### config.mk
export PLATFORM = sky130hd
export DESIGN_NAME = tfmm_div
export DESIGN_NICKNAME = d
export VERILOG_FILES = /design/src/rtl/core/tfmm_pkg.sv /design/src/rtl/core/tfmm_div.sv
export SDC_FILE = /design/constraint.sdc
export NUM_CORES = 1
export LEC_CHECK = 0
export BUFFER_PORTS_ARGS = -buffer_cell sky130_fd_sc_hd__buf_2
export CAP_MARGIN = 20
export CORE_AREA = 5 5 75 77
export CTS_CLUSTER_DIAMETER = 100
export CTS_CLUSTER_SIZE = 10
export DETAILED_ROUTE_END_ITERATION = 6
export DIE_AREA = 0 0 80 82
export PLACE_DENSITY = 0.8
export SYNTH_ARGS = -nofsm -noshare
export SYNTH_HDL_FRONTEND = slang
export SYNTH_SLANG_ARGS = --single-unit
### constraint.sdc
create_clock -name clk -period 5.5 [get_ports clk]
set_clock_uncertainty 0.15 [all_clocks]
set_input_delay 0.275 -clock clk [delete_from_list [all_inputs] [get_ports clk]]
set_output_delay 0.275 -clock clk [all_outputs]
set_load 0.05 [all_outputs]
### src/rtl/core/tfmm_pkg.sv
package tfmm_pkg;

  localparam int QUEUE_DEPTH_DEF      = 16;
  localparam int MAX_ACCESS_BYTES_DEF = 8;
  localparam int MEMORY_BYTES_DEF     = 65536;

  localparam int ADDR_W  = 16;
  localparam int LEN_W   = 4;
  localparam int TAG_W   = 16;
  localparam int SRC_W   = 4;
  localparam int DATA_W  = 64;
  localparam int LAT_W   = 16;
  localparam int LINE_W  = 9;
  localparam int SPAN_W  = 10;
  localparam int NUM_W   = LAT_W + SPAN_W;
  localparam int TICK_W  = 32;
  localparam int CFG_W   = 16;
  localparam int RED_STEPS = 9;
  localparam int RED_CNT_W = 4;

  localparam logic [1:0] ACT_TICK  = 2'd0;
  localparam logic [1:0] ACT_READ  = 2'd1;
  localparam logic [1:0] ACT_WRITE = 2'd2;

  localparam logic [1:0] CFG_BASE     = 2'd0;
  localparam logic [1:0] CFG_PER_LINE = 2'd1;
  localparam logic [1:0] CFG_LINE     = 2'd2;

  typedef enum logic [2:0] {
    KIND_ACCEPTED   = 3'd0,
    KIND_FULL       = 3'd1,
    KIND_SIZE_ERR   = 3'd2,
    KIND_READ_DONE  = 3'd3,
    KIND_WRITE_DONE = 3'd4
  } kind_t;

  typedef enum logic [3:0] {
    S_CLEAR,
    S_IDLE,
    S_HEAD,
    S_DIV_START,
    S_DIV,
    S_REDUCE,
    S_BYTE,
    S_DRAIN,
    S_DONE
  } state_t;

  typedef struct packed {
    logic                is_write;
    logic [ADDR_W-1:0]   address;
    logic [LEN_W-1:0]    length;
    logic [TAG_W-1:0]    tag;
    logic [SRC_W-1:0]    source;
    logic [DATA_W-1:0]   data;
  } entry_t;

  typedef struct packed {
    logic  clear_wr;
    logic  push;
    logic  tick;
    logic  mul_load;
    logic  div_start;
    logic  fin_load;
    logic  red_init;
    logic  red_step;
    logic  byte_step;
    logic  pop;
    logic  res_load;
    logic  res_done;
    kind_t res_kind;
  } cmd_t;

  typedef struct packed {
    logic clear_last;
    logic size_err;
    logic full;
    logic empty;
    logic active;
    logic reached;
    logic div_done;
    logic red_last;
    logic len_zero;
    logic byte_last;
    logic head_write;
  } status_t;

endpackage

### src/rtl/core/tfmm_div.sv
module tfmm_div
  import tfmm_pkg::*;
(
  input  logic              clk,
  input  logic              rst,
  input  logic              start,
  input  logic [NUM_W-1:0]  dividend,
  input  logic [LINE_W-1:0] divisor,
  output logic              done,
  output logic [NUM_W-1:0]  quotient
);

  localparam int CNT_W = $clog2(NUM_W);

  logic              run;
  logic [CNT_W-1:0]  cnt;
  logic [LINE_W-1:0] rem;
  logic [LINE_W-1:0] dvs;
  logic [NUM_W-1:0]  num;
  logic [LINE_W:0]   shifted;
  logic              fits;

  assign shifted  = {rem, num[NUM_W-1]};
  assign fits     = shifted >= {1'b0, dvs};
  assign quotient = num;

  always_ff @(posedge clk) begin
    if (rst) begin
      run  <= 1'b0;
      done <= 1'b0;
      cnt  <= '0;
    end else begin
      done <= 1'b0;
      if (start) begin
        run <= 1'b1;
        cnt <= '0;
      end else if (run) begin
        cnt <= cnt + 1'b1;
        if (cnt == CNT_W'(NUM_W - 1)) begin
          run  <= 1'b0;
          done <= 1'b1;
        end
      end
    end
  end

  always_ff @(posedge clk) begin
    if (start) begin
      rem <= '0;
      dvs <= divisor;
      num <= dividend;
    end else if (run) begin
      rem <= fits ? LINE_W'(shifted - {1'b0, dvs}) : shifted[LINE_W-1:0];
      num <= {num[NUM_W-2:0], fits};
    end
  end

endmodule

==> impl_metrics.json, run 1 <==
{
  "dp_worst_setup_slack_ps": 2600,
  "diodes": 0,
  "cp-start-kind": "register",
  "gr-total-overflow": 0,
  "routabilityCongestion": 0.874,
  "antenna_found_initial": 0,
  "cts_buffer_depth": 2,
  "place_inst": 324,
  "yosys_warnings": 0,
  "yosysSeqAreaShare_pct": 53.7,
  "p_int_mw": 0.678,
  "dp.final_hpwl_um": 3390,
  "nFillCells": 412,
  "firstDrtPassIters": 4,
  "grt_start_max_net_pins": 45,
  "post_cts_buffers": 0,
  "pwr-share-comb_pct": 25.6,
  "ios": 65,
  "pwr-share-clk_pct": 26.3,
  "cts_buffers": 5,
  "status": "completed",
  "routedWlPerCell_um": 14.1,
  "multi_input_area_mm2": 0.00104,
  "yosysTopAreaCellShare_pct": 41.2,
  "slew_headroom_pct": 28.6,
  "tightest_slew_ps": 1070,
  "drv_cap": 0,
  "grt_pass1_wl_um": 7420,
  "numClockSinks": 51,
  "min_path_type": "primary input to register",
  "power_leakage_nw": 1.32,
  "worstPathRequired_ps": 5510,
  "critPathMaxFanout": 15,
  "synth_area_leaders": "edfxtp_1 (41%), dfxtp_1 (13%), mux2_2 (11%)",
  "setup_viol": 0,
  "worst_slack_ps": 2610,
  "die_y_um": 82,
  "drtAntennaViolNets": 0,
  "drt_wl_total_um": 4820,
  "max_freq_mhz": 346,
  "min_period_ps": 2890,
  "port_buffers": 64,
  "p_per_area_mw_per_mm2": 320,
  "async_flop_share_pct": 0,
  "setup.worst_path.start": "quotient[25]",
  "path_clk_slew_ps": 100,
  "max_stage_delay_ps": 650,
  "placed_area_mm2": 0.00287,
  "first_iter_violations": 60,
  "hold_violations": 0,
  "swShare_pct": 31.2,
  "crit_path_cell_trace": "inv_1, ha_1, inv_1, fa_1, a211oi_2, o31ai_4, a211oi_4, mux2i_1, a211oi_2",
  "critPathTopFamily": "compound AO/OA/AOI/OAI gates",
  "areaGrowthSynthToFinish_pct": 20.7,
  "drc_errors": 0,
  "cts_tree": "yes",
  "fin_area_mm2": 0.00308,
  "cp_slowest_cell": "a211oi_4",
  "period_share_pct": 52.6,
  "arrival_ps": 2900,
  "total_power_mw": 0.985,
  "crit_type": "register to register",
  "synth_area_leader_cell": "edfxtp_1",
  "reg2reg_from": "quotient[25]",
  "num_vias": 1737,
  "synth_edf_count": 35,
  "ys.flop_type": "edfxtp_1",
  "instances_no_fill": 342,
  "setup_tns_ps": 0,
  "rsz0062_at_grt": "no",
  "via_per_inst": 5.08,
  "synthTopCellsByCount": "edfxtp_1 (35), mux2_2 (25), nor2_1 (17)",
  "path_buf_inv": 2,
  "pwr-share-seq_pct": 48.0,
  "cp-end-kind": "register",
  "worstSkewPairLatency_ps": 300,
  "synthesis.area_mm2": 0.00255,
  "dieArea_mm2": 0.00656,
  "dieWidth_um": 80,
  "synth.avg_cell_area_um2": 12.8,
  "drive_gt1_share_pct": 38.6,
  "hp-start": "dividend[9]",
  "ir_worst_vdd_mv": 0.213,
  "grt_pass1_vias": 1637,
  "fin_nets": 321,
  "ys_types": 39,
  "clockRootBuffer": "clkbuf_8",
  "synth_cells": 200,
  "start_util_pct": 51.6,
  "finalMaxSlewViolations": 0,
  "core_area_mm2": 0.00494,
  "yosysMostFrequentCell": "edfxtp_1",
  "syn_nets": 250,
  "std_cell_rows": 26,
  "htree_levels": 2,
  "switching_power_mw": 0.307,
  "synth_seq_cells": 51,
  "ff_latch_area_mm2": 0.00137,
  "grt_usage_pct": 14.8
}
[cell families after synthesis]
family / count (synthesis) / share of synthesized area, %
AO/OA/AOI/OAI: 29 / 9.90
adder cells (fa/ha/maj): 12 / 6.17
flip-flops: 51 / 53.7
XOR/XNOR: 10 / 3.43
multiplexers: 29 / 12.6
AND/OR/NAND/NOR: 45 / 8.62
buffers and inverters: 24 / 5.59
[power by group through the flow]
stage | clock [mW] | sequential (mW) | combinational, mW
final | 0.259 | 0.473 | 0.253
after global routing | 0.280 | 0.478 | 0.272
after CTS | 0.263 | 0.473 | 0.254
after detailed placement | 0 | 0.481 | 0.248
after global placement | 0 | 0.480 | 0.243
after floorplan | 0 | 0.548 | 0.131
[cell usage in the layout, fill, tap and decap left out, types with 3 or more instances in the layout]
cell,synthesis,layout
a211oi_1,4,4
a21oi_1,4,4
a311oi_1,3,3
buf_2,0,64
clkbuf_8,0,5
dfxtp_1,16,16
dlygate4sd3_1,0,10
edfxtp_1,35,35
ha_1,11,11
inv_1,14,14
mux2_2,25,25
mux2i_1,4,4
nand2_1,7,7
nand3_1,3,3
nand4_1,6,6
nor2_1,17,17
nor3_1,3,3
xnor2_1,3,3
xor2_1,7,7
[path summary, 6_finish.rpt]
kind	to	slack (ps)	depth (start not counted)
setup / recovery	rem[6]	2610	9
hold / removal	quotient[9]	110	2
setup reg to reg	rem[6]	2610	9
hold reg to reg	rem[7]	360	2
[cell type report]
class	count	area share [%]
Timing Repair Buffer	74	13.6
Clock inverter	3	1.38
Clock buffer	5	2.23
Tap cell	70	2.84
Multi-Input combinational cell	125	33.7
Inverter	14	1.70
Sequential cell	51	44.5
[registers in the layout, summed over array words and instances (netlist names)]
| name | flops |
|---|---|
| rem | 9 |
| cnt | 5 |
| done | 1 |
| run | 1 |
| quotient | 26 |
| dvs | 9 |
[what timing repair did]
item,4_1_cts,5_1_grt
resized for setup,0,0
hold buffers,10,0
hold endpoints to repair,10,0
[metal layers]
layer	GRT usage [%]	routed length (um)	vias to the layer above
met4	6.08	76	0
met3	3.51	179	6
li1	-	-	875
met5	0	0	-
met1	18.4	2060	822
met2	24.9	2500	34
[stage by stage]
| step | util [%] | hold slack [ps] |
|---|---|---|
| 2_1_floorplan | - | 197 |
| 3_3_place_gp | 58.1 | 302 |
| 3_5_place_dp | 58.1 | 304 |
| 4_1_cts | 62.3 | 110 |
| 5_1_grt | 62.3 | 100 |
| 6_report | 62.3 | 114 |
No activity file was read; power rests on OpenSTA's default activity.
==> run 2, diff against run 1 <==
--- a/config.mk
+++ b/config.mk
@@ -7,12 +7,12 @@
 export LEC_CHECK = 0
 export BUFFER_PORTS_ARGS = -buffer_cell sky130_fd_sc_hd__buf_2
 export CAP_MARGIN = 20
-export CORE_AREA = 5 5 75 77
+export CORE_AREA = 5 5 79 81
 export CTS_CLUSTER_DIAMETER = 100
 export CTS_CLUSTER_SIZE = 10
 export DETAILED_ROUTE_END_ITERATION = 6
-export DIE_AREA = 0 0 80 82
-export PLACE_DENSITY = 0.8
+export DIE_AREA = 0 0 84 86
+export PLACE_DENSITY = 0.75
 export SYNTH_ARGS = -nofsm -noshare
 export SYNTH_HDL_FRONTEND = slang
 export SYNTH_SLANG_ARGS = --single-unit
==> constraint.sdc (replaced) <==
create_clock -name clk -period 2.6 [get_ports clk]
set_clock_uncertainty 0.15 [all_clocks]
set_input_delay 0.13 -clock clk [delete_from_list [all_inputs] [get_ports clk]]
set_output_delay 0.13 -clock clk [all_outputs]
set_load 0.05 [all_outputs]
==> impl_metrics.json, run 2 (synthesis results as in run 1) <==
{
  "status": "completed",
  "cts_buffer_depth": 2,
  "p_int_mw": 1.52,
  "dieArea_mm2": 0.00722,
  "place_inst": 331,
  "firstDrtPassIters": 4,
  "instances_no_fill": 375,
  "routabilityCongestion": 0.824,
  "period_share_pct": 98.8,
  "critPathTopFamily": "compound AO/OA/AOI/OAI gates",
  "antenna_found_initial": 0,
  "grt_pass1_vias": 1833,
  "rsz0062_at_grt": "yes",
  "std_cell_rows": 27,
  "slew_headroom_pct": 67.7,
  "grt_pass1_wl_um": 8830,
  "core_area_mm2": 0.00541,
  "max_stage_delay_ps": 410,
  "path_buf_inv": 3,
  "worst_slack_ps": 31.4,
  "post-route-util_pct": 63.4,
  "gr-total-overflow": 0,
  "drc_errors": 0,
  "drive_gt1_share_pct": 38.6,
  "drv_cap": 0,
  "htree_levels": 2,
  "switching_power_mw": 0.669,
  "clockRootBuffer": "clkbuf_8",
  "fin_nets": 352,
  "dieWidth_um": 84,
  "worstSkewPairLatency_ps": 300,
  "crit_path_cell_trace": "inv_1, ha_1, inv_1, fa_2, a211oi_4, o31ai_4, a211oi_4, buf_12, mux2i_2, a211oi_2",
  "cts_buffers": 5,
  "drtAntennaViolNets": 0,
  "p_per_area_mw_per_mm2": 638,
  "cp-start-kind": "register",
  "finalMaxSlewViolations": 0,
  "path_clk_slew_ps": 100,
  "min_path_type": "primary input to register",
  "total_power_mw": 2.19,
  "ios": 65,
  "grt_start_max_net_pins": 27,
  "cts_tree": "yes",
  "cp.depth": 10,
  "arrival_ps": 2590,
  "worstPathRequired_ps": 2620,
  "pwr-share-seq_pct": 45.4,
  "largest_reg_flops": 26,
  "port_buffers": 64,
  "critPathMaxFanout": 15,
  "mostFrequentLayoutCell": "buf_2",
  "drt_wl_total_um": 5330,
  "pwr-share-clk_pct": 26.3,
  "reg2reg_depth": 10,
  "grt_usage_pct": 15.3,
  "min_path_cells": 2,
  "die_y_um": 86,
  "cp_slowest_cell": "edfxtp_1",
  "pwr-share-comb_pct": 28.3,
  "dp.final_hpwl_um": 3610,
  "min_period_ps": 2570,
  "via_per_inst": 4.89,
  "crit_type": "register to register",
  "hold_violations": 0,
  "diodes": 0,
  "layout_common_cells": "buf_2 (64), edfxtp_1 (35), dlygate4sd3_1 (34)",
  "tightest_slew_ps": 485,
  "max_freq_mhz": 389,
  "ir_worst_vdd_mv": 0.440,
  "num_vias": 1833,
  "dp_worst_setup_slack_ps": 58.7,
  "numClockSinks": 51,
  "power_leakage_nw": 1.46,
  "setup_viol": 0,
  "start_util_pct": 47.2,
  "first_iter_violations": 88,
  "routedWlPerCell_um": 14.2,
  "areaGrowthSynthToFinish_pct": 34.2,
  "cp-end-kind": "register",
  "nFillCells": 422,
  "swShare_pct": 30.6
}
-- run 2: cell types whose count changed in the layout (fill, tap and decap cells not counted), sizes merged --
| cell | delta |
|---|---|
| clkbuf | +1 |
| dlygate4sd3 | +24 |
| clkinv | -1 |
| buf | +7 |
-- run 2: final timing paths --
kind	start	endpoint	slack, ps
setup / recovery	quotient[25]	rem[1]	30
hold / removal	dividend[24]	quotient[24]	6
setup reg to reg	quotient[25]	rem[1]	30
hold reg to reg	cnt[4]	done	360
-- run 2: per-stage QoR --
stage | cell area (um2) | setup TNS [ps] | hold slack, ps
detailed placement | 2930 | 0 | 155
global placement | 2930 | 0 | 157
global route | 3430 | -708 | 1.59
CTS | 3400 | 0 | 3.00
floorplan | 2560 | -933 | 52.4
finish | 3430 | 0 | 6.00
-- run 2: repair_timing --
action | 4_1_cts | 5_1_grt
hold buffers | 34 | 0
endpoints found under the setup margin | 0 | 9
hold endpoints to repair | 34 | 0
setup buffers | 0 | 2
resized for setup | 0 | 3
-- run 2: power groups by stage --
| stage | Sequential, mW | Clock [mW] | Combinational (mW) |
|---|---|---|---|
| finish | 0.993 | 0.574 | 0.619 |
| detailed placement | 1.01 | 0 | 0.562 |
| floorplan | 1.16 | 0 | 0.284 |
| global route | 1.00 | 0.633 | 0.666 |
| CTS | 0.992 | 0.593 | 0.603 |
| global placement | 1.01 | 0 | 0.550 |
-- run 2: layout make-up --
type / count / area (um2) / share of cell area [%]
timing repair buffer: 105 / 726 / 21.2
clock buffer: 6 / 82.6 / 2.41
clock inverter: 2 / 38.8 / 1.13
tap: 72 / 90.1 / 2.63
sequential: 51 / 1370 / 40.0
inverter: 14 / 52.6 / 1.53
multi-input combinational: 125 / 1060 / 31.1
-- run 2: worst reg2reg max path: stages (launching register included) --
cell,delay [ps]
edfxtp_1,410
inv_1,70
ha_1,160
inv_1,70
fa_2,380
a211oi_4,270
o31ai_4,130
a211oi_4,310
buf_12,180
mux2i_2,220
a211oi_2,90
-- run 2: routing by layer --
layer / global-route usage, % / up-vias / wire length (um)
met4: 4.97 / 0 / 74
li1: - / 940 / -
met2: 26.4 / 41 / 2820
met3: 3.94 / 7 / 239
met1: 18.9 / 845 / 2200
met5: 0 / - / 0
==> run 3, diff against run 2 <==
--- a/config.mk
+++ b/config.mk
@@ -5,13 +5,14 @@
 export SDC_FILE = /design/constraint.sdc
 export NUM_CORES = 1
 export LEC_CHECK = 0
+export ABC_AREA = 1
 export BUFFER_PORTS_ARGS = -buffer_cell sky130_fd_sc_hd__buf_2
 export CAP_MARGIN = 20
-export CORE_AREA = 5 5 79 81
+export CORE_AREA = 5 5 80 82
 export CTS_CLUSTER_DIAMETER = 100
 export CTS_CLUSTER_SIZE = 10
 export DETAILED_ROUTE_END_ITERATION = 6
-export DIE_AREA = 0 0 84 86
+export DIE_AREA = 0 0 85 87
 export PLACE_DENSITY = 0.75
 export SYNTH_ARGS = -nofsm -noshare
 export SYNTH_HDL_FRONTEND = slang
==> impl_metrics.json, run 3 <==
{
  "post-route-util_pct": 61.0,
  "synth_fa_ha_area_share_pct": 6.02,
  "yosysTopAreaCellShare_pct": 40.1,
  "yosys_warnings": 0,
  "multi_input_area_mm2": 0.00104,
  "gr-total-overflow": 0,
  "swShare_pct": 31.8,
  "cp-start-kind": "register",
  "arrival_ps": 2390,
  "worstSkewPairLatency_ps": 310,
  "grt_usage_pct": 17.1,
  "grt_pass1_vias": 2214,
  "p_per_area_mw_per_mm2": 554,
  "wl_met3_um": 190,
  "cts_buffers": 5,
  "grt_pass1_wl_um": 10200,
  "diodes": 0,
  "cts_tree": "yes",
  "num_vias": 2315,
  "crit_type": "register to register",
  "worstPathRequired_ps": 2690,
  "first_iter_violations": 164,
  "ff_latch_area_mm2": 0.00137,
  "largest_reg_flops": 26,
  "power_leakage_nw": 1.74,
  "start_util_pct": 46.2,
  "p_int_mw": 1.31,
  "max_freq_mhz": 434,
  "synth_area_leaders": "edfxtp_1 (40%), nand2_1 (17%), dfxtp_1 (12%)",
  "worst_slack_ps": 297,
  "synth-xor-area-share_pct": 1.00,
  "synthMuxAreaShare_pct": 0,
  "drive_gt1_share_pct": 22.4,
  "dieWidth_um": 85,
  "drt_wl_total_um": 6040,
  "ys_types": 33,
  "dieArea_mm2": 0.00740,
  "pwr-share-clk_pct": 25.3,
  "syn_nets": 357,
  "met2WireLength_um": 3220,
  "path_clk_slew_ps": 100,
  "std_cell_rows": 28,
  "pwr-share-seq_pct": 50.7,
  "switching_power_mw": 0.610,
  "core_area_mm2": 0.00568,
  "synth_edf_count": 35,
  "nFillCells": 488,
  "htree_levels": 2,
  "ios": 65,
  "synth_compound_area_share_pct": 3.39,
  "firstDrtPassIters": 4,
  "yosysSeqAreaShare_pct": 52.3,
  "grt_start_max_net_pins": 31,
  "ir_worst_vdd_mv": 0.340,
  "yosys.area_share.simple_pct": 29.2,
  "synthesis.area_mm2": 0.00262,
  "setup_tns_ps": 0,
  "setup_viol": 0,
  "dp.final_hpwl_um": 4150,
  "dp_worst_setup_slack_ps": 328,
  "routedWlPerCell_um": 12.5,
  "hold_violations": 0,
  "synth_cells": 307,
  "yosysMostFrequentCell": "nand2_1",
  "slew_headroom_pct": 65.3,
  "period_share_pct": 88.6,
  "cts_resized": 0,
  "drv_cap": 0,
  "min_path_type": "primary input to register",
  "mostFrequentLayoutCell": "nand2_1",
  "synth.avg_cell_area_um2": 8.53,
  "reg2reg_depth": 13,
  "synth_area_leader_cell": "edfxtp_1",
  "top_layer": "met4",
  "via_per_inst": 4.77,
  "synth_top_family_by_area": "simple AND/OR/NAND/NOR gates",
  "pwr-share-comb_pct": 24.0,
  "total_power_mw": 1.92,
  "fin_nets": 459,
  "synth_seq_cells": 51,
  "areaGrowthSynthToFinish_pct": 32.1,
  "routabilityCongestion": 0.796,
  "rsz0062_at_grt": "no",
  "antenna_found_initial": 0,
  "die_y_um": 87,
  "finalMaxSlewViolations": 0,
  "cp-end-kind": "register",
  "placed_area_mm2": 0.00301,
  "post_cts_buffers": 0,
  "cts_buffer_depth": 2,
  "layout_common_cells": "nand2_1 (121), buf_2 (64), inv_1 (41)",
  "status": "completed",
  "min_path_cells": 3,
  "tightest_slew_ps": 518,
  "port_buffers": 64,
  "place_inst": 442,
  "synthTopCellsByCount": "nand2_1 (121), inv_1 (41), edfxtp_1 (35)",
  "async_flop_share_pct": 0,
  "holdWs_ps": 18.4,
  "instances_no_fill": 485,
  "drc_errors": 0,
  "clockRootBuffer": "clkbuf_8",
  "critPathMaxFanout": 12,
  "drtAntennaViolNets": 0,
  "numClockSinks": 51,
  "min_period_ps": 2300,
  "fin_area_mm2": 0.00346,
  "ys.flop_type": "edfxtp_1",
  "wl_met1_um": 2510
}
[run 3: changes by cell type after synthesis, sizes merged, moves of 5 or more]
cell / before / now
nand3: 3 / 25
mux2: 25 / 0
inv: 14 / 42
a211oi: 7 / 1
nand4: 6 / 1
nand2: 7 / 127
xor2: 7 / 2
[run 3: path summary, 6_finish.rpt]
kind | startpoint | slack, ps | to
max | quotient[25] | 300 | rem[3]
min | dividend[0] | 20 | quotient[0]
min reg2reg | rem[7] | 330 | rem[7]
max reg2reg | quotient[25] | 300 | rem[3]
[run 3: repair_timing]
action                                  4_1_cts  5_1_grt
hold buffers                                 35        0
endpoints found under the setup margin        0        0
endpoints found under the hold margin        35        0
[run 3: cell type report]
type | count | share of cell area, %
sequential | 51 | 39.6
clock buffer | 6 | 2.39
inverter | 42 | 4.56
timing repair buffer | 103 | 20.2
tap | 75 | 2.71
multi-input combinational | 206 | 30.0
clock inverter | 2 | 0.470
[run 3: power groups by stage]
stage               Clock, mW  Combinational (mW)  Sequential, mW
finish                  0.485               0.461           0.971
global route            0.525               0.503           0.978
CTS                     0.495               0.460           0.971
detailed placement          0               0.418           0.988
global placement            0               0.413           0.988
floorplan                   0               0.160            1.13
[run 3: worst max-delay path: stages, from the launching register on]
cell	delay (ps)
edfxtp_1	410
inv_1	100
ha_1	140
inv_1	60
fa_1	400
nand2_1	90
nand2_2	80
nand3_2	80
nand2_2	60
nand2_2	220
nand2_2	190
nand2_1	100
nand3_1	60
o21ai_1	90
[run 3: metal layers]
metal,GRT usage (%),vias up
li1,-,1186
met1,21.1,1072
met2,29.9,44
met3,3.12,13
met4,6.33,0
met5,0,-
[run 3: cell families after synthesis]
family,count (synthesis)
adder cells (fa/ha/maj),12
AND/OR/NAND/NOR,176
buffers and inverters,50
flip-flops,51
XOR/XNOR,3
AO/OA/AOI/OAI,15
